`src/rtl/sfu_pkg.sv`:
```
// Shared types, sizes and saturation helpers for the SGD factor update engine.
// Used by sfu_mul_unit and sgd_factor_update_engine_top; no dependencies.
package sfu_pkg;

   localparam int NUM_USERS    = 256;
   localparam int NUM_ITEMS    = 256;
   localparam int NUM_FEATURES = 32;
   localparam int VALUE_WIDTH  = 24;

   localparam int USER_W = $clog2(NUM_USERS);
   localparam int ITEM_W = $clog2(NUM_ITEMS);
   localparam int FEAT_W = $clog2(NUM_FEATURES);
   localparam int PADDR_W = USER_W + FEAT_W;
   localparam int QADDR_W = ITEM_W + FEAT_W;

   // shared multiplier operand and result widths: the wide side carries the
   // error and gradients, the narrow side a stored value or a Q0.16 rate
   localparam int OPA_W  = 44;
   localparam int OPB_W  = VALUE_WIDTH + 1;
   localparam int PROD_W = OPA_W + OPB_W;
   localparam int RND_W  = 48;
   localparam int ACC_W  = 40;
   localparam int SUM_W  = 49;

   typedef enum logic [2:0] {
      CMD_WR_USER = 3'd0,
      CMD_WR_ITEM = 3'd1,
      CMD_WR_BIAS = 3'd2,
      CMD_RD_USER = 3'd3,
      CMD_RD_ITEM = 3'd4,
      CMD_RD_BIAS = 3'd5,
      CMD_TRAIN   = 3'd6,
      CMD_PREDICT = 3'd7
   } cmd_type;

   typedef enum logic {
      CSR_LEARN_RATE = 1'b0,
      CSR_REG_WEIGHT = 1'b1
   } csr_type;

   typedef enum logic [4:0] {
      S_IDLE, S_DISP, S_RDW, S_BIAS,
      S_E_RD, S_E_MUL, S_E_RND, S_E_ACC, S_ERR,
      S_U_RD, S_U_MG, S_U_R1, S_U_MRP, S_U_R2, S_U_MLB, S_U_R3, S_U_MLP,
      S_U_R4, S_U_PUPD, S_U_MH, S_U_R5, S_U_MRQ, S_U_R6, S_U_DQ, S_U_MLQ,
      S_U_R7, S_U_QWR, S_BWR, S_DONE
   } state_type;

   localparam logic signed [SUM_W-1:0] VAL_MAX = SUM_W'(2**(VALUE_WIDTH-1) - 1);
   localparam logic signed [SUM_W-1:0] VAL_MIN = -SUM_W'(2**(VALUE_WIDTH-1));
   localparam logic signed [ACC_W-1:0] ERR_MAX = ACC_W'(64'sd2147483647);
   localparam logic signed [ACC_W-1:0] ERR_MIN = -ACC_W'(64'sd2147483648);

   // clip a wide sum to a stored value
   function automatic logic signed [VALUE_WIDTH-1:0] clip_val(
         input logic signed [SUM_W-1:0] v);
      logic signed [SUM_W-1:0] r;
      r = (v > VAL_MAX) ? VAL_MAX : ((v < VAL_MIN) ? VAL_MIN : v);
      return r[VALUE_WIDTH-1:0];
   endfunction

   function automatic logic ovf_val(input logic signed [SUM_W-1:0] v);
      return (v > VAL_MAX) || (v < VAL_MIN);
   endfunction

   // clip the error accumulator to 32 bits
   function automatic logic signed [31:0] clip_err(input logic signed [ACC_W-1:0] v);
      logic signed [ACC_W-1:0] r;
      r = (v > ERR_MAX) ? ERR_MAX : ((v < ERR_MIN) ? ERR_MIN : v);
      return r[31:0];
   endfunction

   function automatic logic ovf_err(input logic signed [ACC_W-1:0] v);
      return (v > ERR_MAX) || (v < ERR_MIN);
   endfunction

endpackage

```
`src/rtl/sfu_mul_unit.sv`:
```
// Shared signed multiplier with Q.16 rounding, halves away from zero.
// Two register stages: product, then rounded result. Depends on sfu_pkg.
module sfu_mul_unit
   import sfu_pkg::*;
(
   input  logic                     clock,
   input  logic signed [OPA_W-1:0]  op_a,
   input  logic signed [OPB_W-1:0]  op_b,
   output logic signed [RND_W-1:0]  rnd
);

   logic signed [PROD_W-1:0] prod_ff;
   logic signed [PROD_W-1:0] prod_in;
   logic signed [RND_W-1:0]  rnd_ff;
   logic signed [RND_W-1:0]  rnd_in;
   logic [PROD_W-1:0]        mag;
   logic [PROD_W-1:0]        mag_rnd;
   logic [RND_W-1:0]         m;

   // multiply
   assign prod_in = PROD_W'(op_a) * PROD_W'(op_b);

   // round the magnitude, then restore the sign
   always_comb begin
      mag     = prod_ff[PROD_W-1] ? PROD_W'(-prod_ff) : PROD_W'(prod_ff);
      mag_rnd = mag + PROD_W'(32768);
      m       = mag_rnd[16 +: RND_W];
      rnd_in  = prod_ff[PROD_W-1] ? -$signed(m) : $signed(m);
   end

   always_ff @(posedge clock) begin
      prod_ff <= prod_in;
      rnd_ff  <= rnd_in;
   end

   assign rnd = rnd_ff;

endmodule
```
`config.mk`:
```
export PLATFORM = sky130hd
export DESIGN_NAME = sfu_mul_unit
export DESIGN_NICKNAME = d
export VERILOG_FILES = /design/src/rtl/sfu_pkg.sv /design/src/rtl/sfu_mul_unit.sv
export SDC_FILE = /design/constraint.sdc
export NUM_CORES = 2
export LEC_CHECK = 0
export BUFFER_PORTS_ARGS = -buffer_cell sky130_fd_sc_hd__buf_2
export CORE_ASPECT_RATIO = 1.2
export CORE_MARGIN = 2
export CORE_UTILIZATION = 65
export CTS_CLUSTER_DIAMETER = 40
export DETAILED_ROUTE_END_ITERATION = 7
export HOLD_SLACK_MARGIN = 0.15
export PLACE_DENSITY_LB_ADDON = 0.12
export SETUP_SLACK_MARGIN = 0.02
export SYNTH_ARGS = -nofsm -noshare
export SYNTH_HDL_FRONTEND = slang
export SYNTH_SLANG_ARGS = --single-unit
```
`constraint.sdc`:
```
create_clock -name clock -period 9.5 [get_ports clock]
set_clock_uncertainty 0.1 [all_clocks]
set_input_delay 0.475 -clock clock [delete_from_list [all_inputs] [get_ports clock]]
set_output_delay 0.475 -clock clock [all_outputs]
set_load 0.03 [all_outputs]
```
# Yosys cells after proc, flatten, opt, wreduce, memory -nomap -nowiden

Cells that the tools add are included.
Widths: inputs -> output; s select.

Bits of input ports: 70
Register bits after elaboration: 117
Logic and storage cells: 8

Add/sub/neg operators: 3
Multiply operators: 1
Multiplexer cells: 2

Operators with widths:

| kind                   | count |
|---|---|
| $mul 44x25->69         | 1 |
| $add 64x16->64 const B | 1 |
| $mux 64                | 1 |
| $neg 64->64            | 1 |
| $mux 48                | 1 |
| $neg 48->48            | 1 |

# Logic depth before layout (Yosys ltp)

Depth after elaboration: 5
Mapped depth: 31
Mapped depth without buffers: 28

# Least setup slack after synthesis

Ideal clock, no wire load.

Kind: input to register
Start point: in op_b[4]
End point: reg prod_ff[68]
Setup slack: 1.580 ns
Arrival: 7.699 ns
Data required time: 9.279 ns
Stages: 30
Path through: clkbuf_1 clkbuf_1 nand2_1 fa_1 inv_1 fa_1 inv_1 fa_1 inv_1 fa_1 inv_1 fa_1 fa_1 inv_1 fa_1 ha_1 clkbuf_1 a21o_1 a21o_1 a211oi_1 o21bai_1 a31oi_1 a211oi_1 nand2_1 o31a_1 o2111ai_1 nand2_1 o21ai_0 a41oi_1 xnor2_1

Cells in the longest elaborated chain, start to end: 1

RTL lines:

| element                | line               | source |
|---|---|---|
| start: declaration     | sfu_mul_unit.sv:8  | `input logic signed [OPB_W-1:0] op_b,` |
| $mul 44x25->69         | sfu_mul_unit.sv:21 | `assign prod_in = PROD_W'(op_a) * PROD_W'(op_b);` |
| named net prod_in[68]  | sfu_mul_unit.sv:13 | `logic signed [PROD_W-1:0] prod_in;` |
| end signal: assignment | sfu_mul_unit.sv:32 | `prod_ff <= prod_in;` |
| end: declaration       | sfu_mul_unit.sv:12 | `logic signed [PROD_W-1:0] prod_ff;` |

The timed path passes the listed nets, and every way through them passes these cells.

# Worst setup path in the final report

Start point: in op_b[7]
End point: reg prod_ff[68]

The elaborated chain is that of the path after synthesis.

==> qor.yml <==
drv_cap: 0
setup_slack_ns: 0.816
synth_area_per_cell_um2: 8.93
drive_above_1_share_pct: 5.18
cp.arrival_ns: 8.91
wl_per_cell_um: 21.4
htreeDepth: 4
clockRootBuffer: "clkbuf_16"
synthTopCellsByArea: "fa_1, inv_1, nand2_1"
grt_overflow: 0
fin_crit_sh_pct: 91.4
synth_top_cell_area_share_pct: 50.6
start_util_pct: 65.8
ys.warnings.count: 0
yosysUniqueCellTypes: 91
finalWirelength_um: 122000
path_class: "primary input to flip-flop"
synth_nets: 6194
hp-class: "flip-flop to flip-flop"
ctsLongestPathBuffers: 2
syn_area_mm2: 0.0433
clkLatencyLatePin_ns: 0.45
cts_buffers: 17
die_area_mm2: 0.0687
die_w_um: 240
grt_pass1_vias: 36400
worstMarginPinSlew_ns: 1.06
cts_tree: "done"
ys_async_sr_fraction_pct: 0
slew_headroom_pct: 29.3
synthesis.instances: 4848
ys.flop_type: "dfxtp_1"
status: "finished clean"
layout_commonest_cell: "fa_1"
drt_iter0_markers: 2204
via_count: 32900
r2r_slack_ns: 3.34
final_cell_mix: "fa_1, inv_1, nand2_1"
fp-row-count: 103
reg2reg_from: "prod_ff[14]$_DFF_P_"
r2r_cells: 19
synth-edff-count: 0
cts_setup_buffers: 0
routabilityCongestion: 0.931
viasPerCell: 5.79
synth-seq-area-share_pct: 5.22
fin_crit_ns: 8.68
fin_nets: 6123
dp_hpwl_um: 97500
required_ns: 9.73
port_buffers: 117
first_pass_iters: 5
setup_viol: 0
endpoint: "prod_ff[68]$_DFF_P_"
finalMaxSlewViolations: 0
holdPathStages: 2
r2r-end: "rnd[47]$_DFF_P_"
ys_seq_elements: 113
clock-sinks: 113
place_ws_ns: 0.448
drc: 0
antenna_cells: 0
ctsHoldBuffers: 0
io_pins: 118
yosysTopAreaCell: "fa_1"
antenna_left: 0
max_freq_mhz: 115
clk_pin_slew_worst_paths_ns: 0.06
cp_max_fo: 33
grtUsageTotal_pct: 38.2
area_growth_pct: 4.08
endpoint_kind: "flip-flop"
final.fill_count: 5385
hold_viol_final: 0
grt_setup_unrepaired: "false"
cp-start-kind: "primary input"
grt_first_pass_wirelength_um: 197000
core_mm2: 0.0659
grt_max_degree: 61
antenna_found_initial: 2
cts_resized: 0
worstSetupStartpoint: "op_b[7]"
die_y_um: 287
fin_tns_setup_ns: 0
[cells by family after synthesis]
logic type	Yosys count	synth area share [%]
buffers and inverters	1359	11.8
AND/OR/NAND/NOR	1515	17.0
AO/OA/AOI/OAI	371	5.75
flip-flops	113	5.22
XOR/XNOR	205	4.15
adder cells (fa/ha/maj)	1276	55.9
multiplexers	9	0.217
[worst min path at each step]
stage | startpoint | to | slack, ns
finish | prod_ff[63]$_DFF_P_ | rnd[47]$_DFF_P_ | 0.46
global route | prod_ff[63]$_DFF_P_ | rnd[47]$_DFF_P_ | 0.48
CTS | prod_ff[63]$_DFF_P_ | rnd[47]$_DFF_P_ | 0.46
detailed placement | prod_ff[63]$_DFF_P_ | rnd[47]$_DFF_P_ | 0.45
global placement | prod_ff[63]$_DFF_P_ | rnd[47]$_DFF_P_ | 0.45
floorplan | prod_ff[63]$_DFF_P_ | rnd[47]$_DFF_P_ | 0.43
[per-stage QoR]
step / utilization (%) / std cells / area [um^2] / hold WS [ns]
after floorplan: - / 4848 / 43300 / 0.435
after global placement: 67.5 / 5650 / 44500 / 0.454
after detailed placement: 67.5 / 5650 / 44500 / 0.454
after CTS: 68.4 / 5682 / 45100 / 0.465
after global routing: 68.4 / 5682 / 45100 / 0.482
final: 68.4 / 5682 / 45100 / 0.461
[layer usage]
layer  GRT usage [%]  wire length, um  vias to the layer above
li1                -                -                    14100
met1            43.3            41300                    16600
met2            64.9            59700                     1594
met3            6.20             9830                      527
met4            28.9            10900                        2
met5               0               15                        -
[critical path: stages]
cell       delay [ns]
buf_2            0.67
and2_1           0.27
fa_1             0.42
fa_1             0.51
inv_1            0.05
fa_1             0.52
inv_1            0.05
fa_1             0.50
inv_1            0.05
fa_1             0.47
fa_1             0.57
inv_1            0.07
fa_1             0.48
ha_1             0.42
a21o_1           0.14
a21o_1           0.15
a211oi_1         0.09
o21bai_1         0.38
a31oi_1          0.14
a211oi_1         0.49
nand2_1          0.27
o31a_1           0.36
o2111ai_1        0.34
nand2_1          0.16
o21ai_0          0.42
a41oi_1          0.21
xnor2_1          0.16
[registers in the layout, summed over array words and instances (netlist names)]
signal,cells
prod_ff,65
rnd,48
[cells in the mapped netlist, types with 5 or more instances]
cell      count
o211ai_1      7
a41oi_1       6
nand3b_1      5
or2_2         6
a31o_2        6
clkbuf_1    255
nand2_1     772
nor2_1      120
dfxtp_1     113
nor3_1       23
or4_1        11
o21ai_0      74
a21o_1       53
inv_1      1089
a21boi_0      7
buf_1         8
buf_2         5
o31ai_1      18
nor3b_1       7
xor2_1       57
a31oi_1      15
a21oi_1      87
and3_1       15
ha_1        181
a211oi_1     13
nand3_1      33
nor2b_1      10
xnor2_1     148
fa_1       1095
nor4_1       21
and4_1        6
or3_1        18
nand4_1      29
nand2b_1     23
o21bai_1     17
o21a_1        6
o21ai_1       6
and2_1      388
o41ai_1       9
mux2i_1       6
[cell type report]
cell class                      instances  area, um^2  share of cell area [%]
Clock buffer                           22         474                    1.05
Clock inverter                         10         133                   0.294
Inverter                             1090        4090                    9.08
Multi-Input combinational cell       3376       35900                    79.7
Sequential cell                       113        2270                    5.03
Tap cell                              892        1120                    2.48
Timing Repair Buffer                  179        1060                    2.36
Power is not shown: default switching activity piles up to over one toggle a cycle in this logic, so the estimate is an artifact.
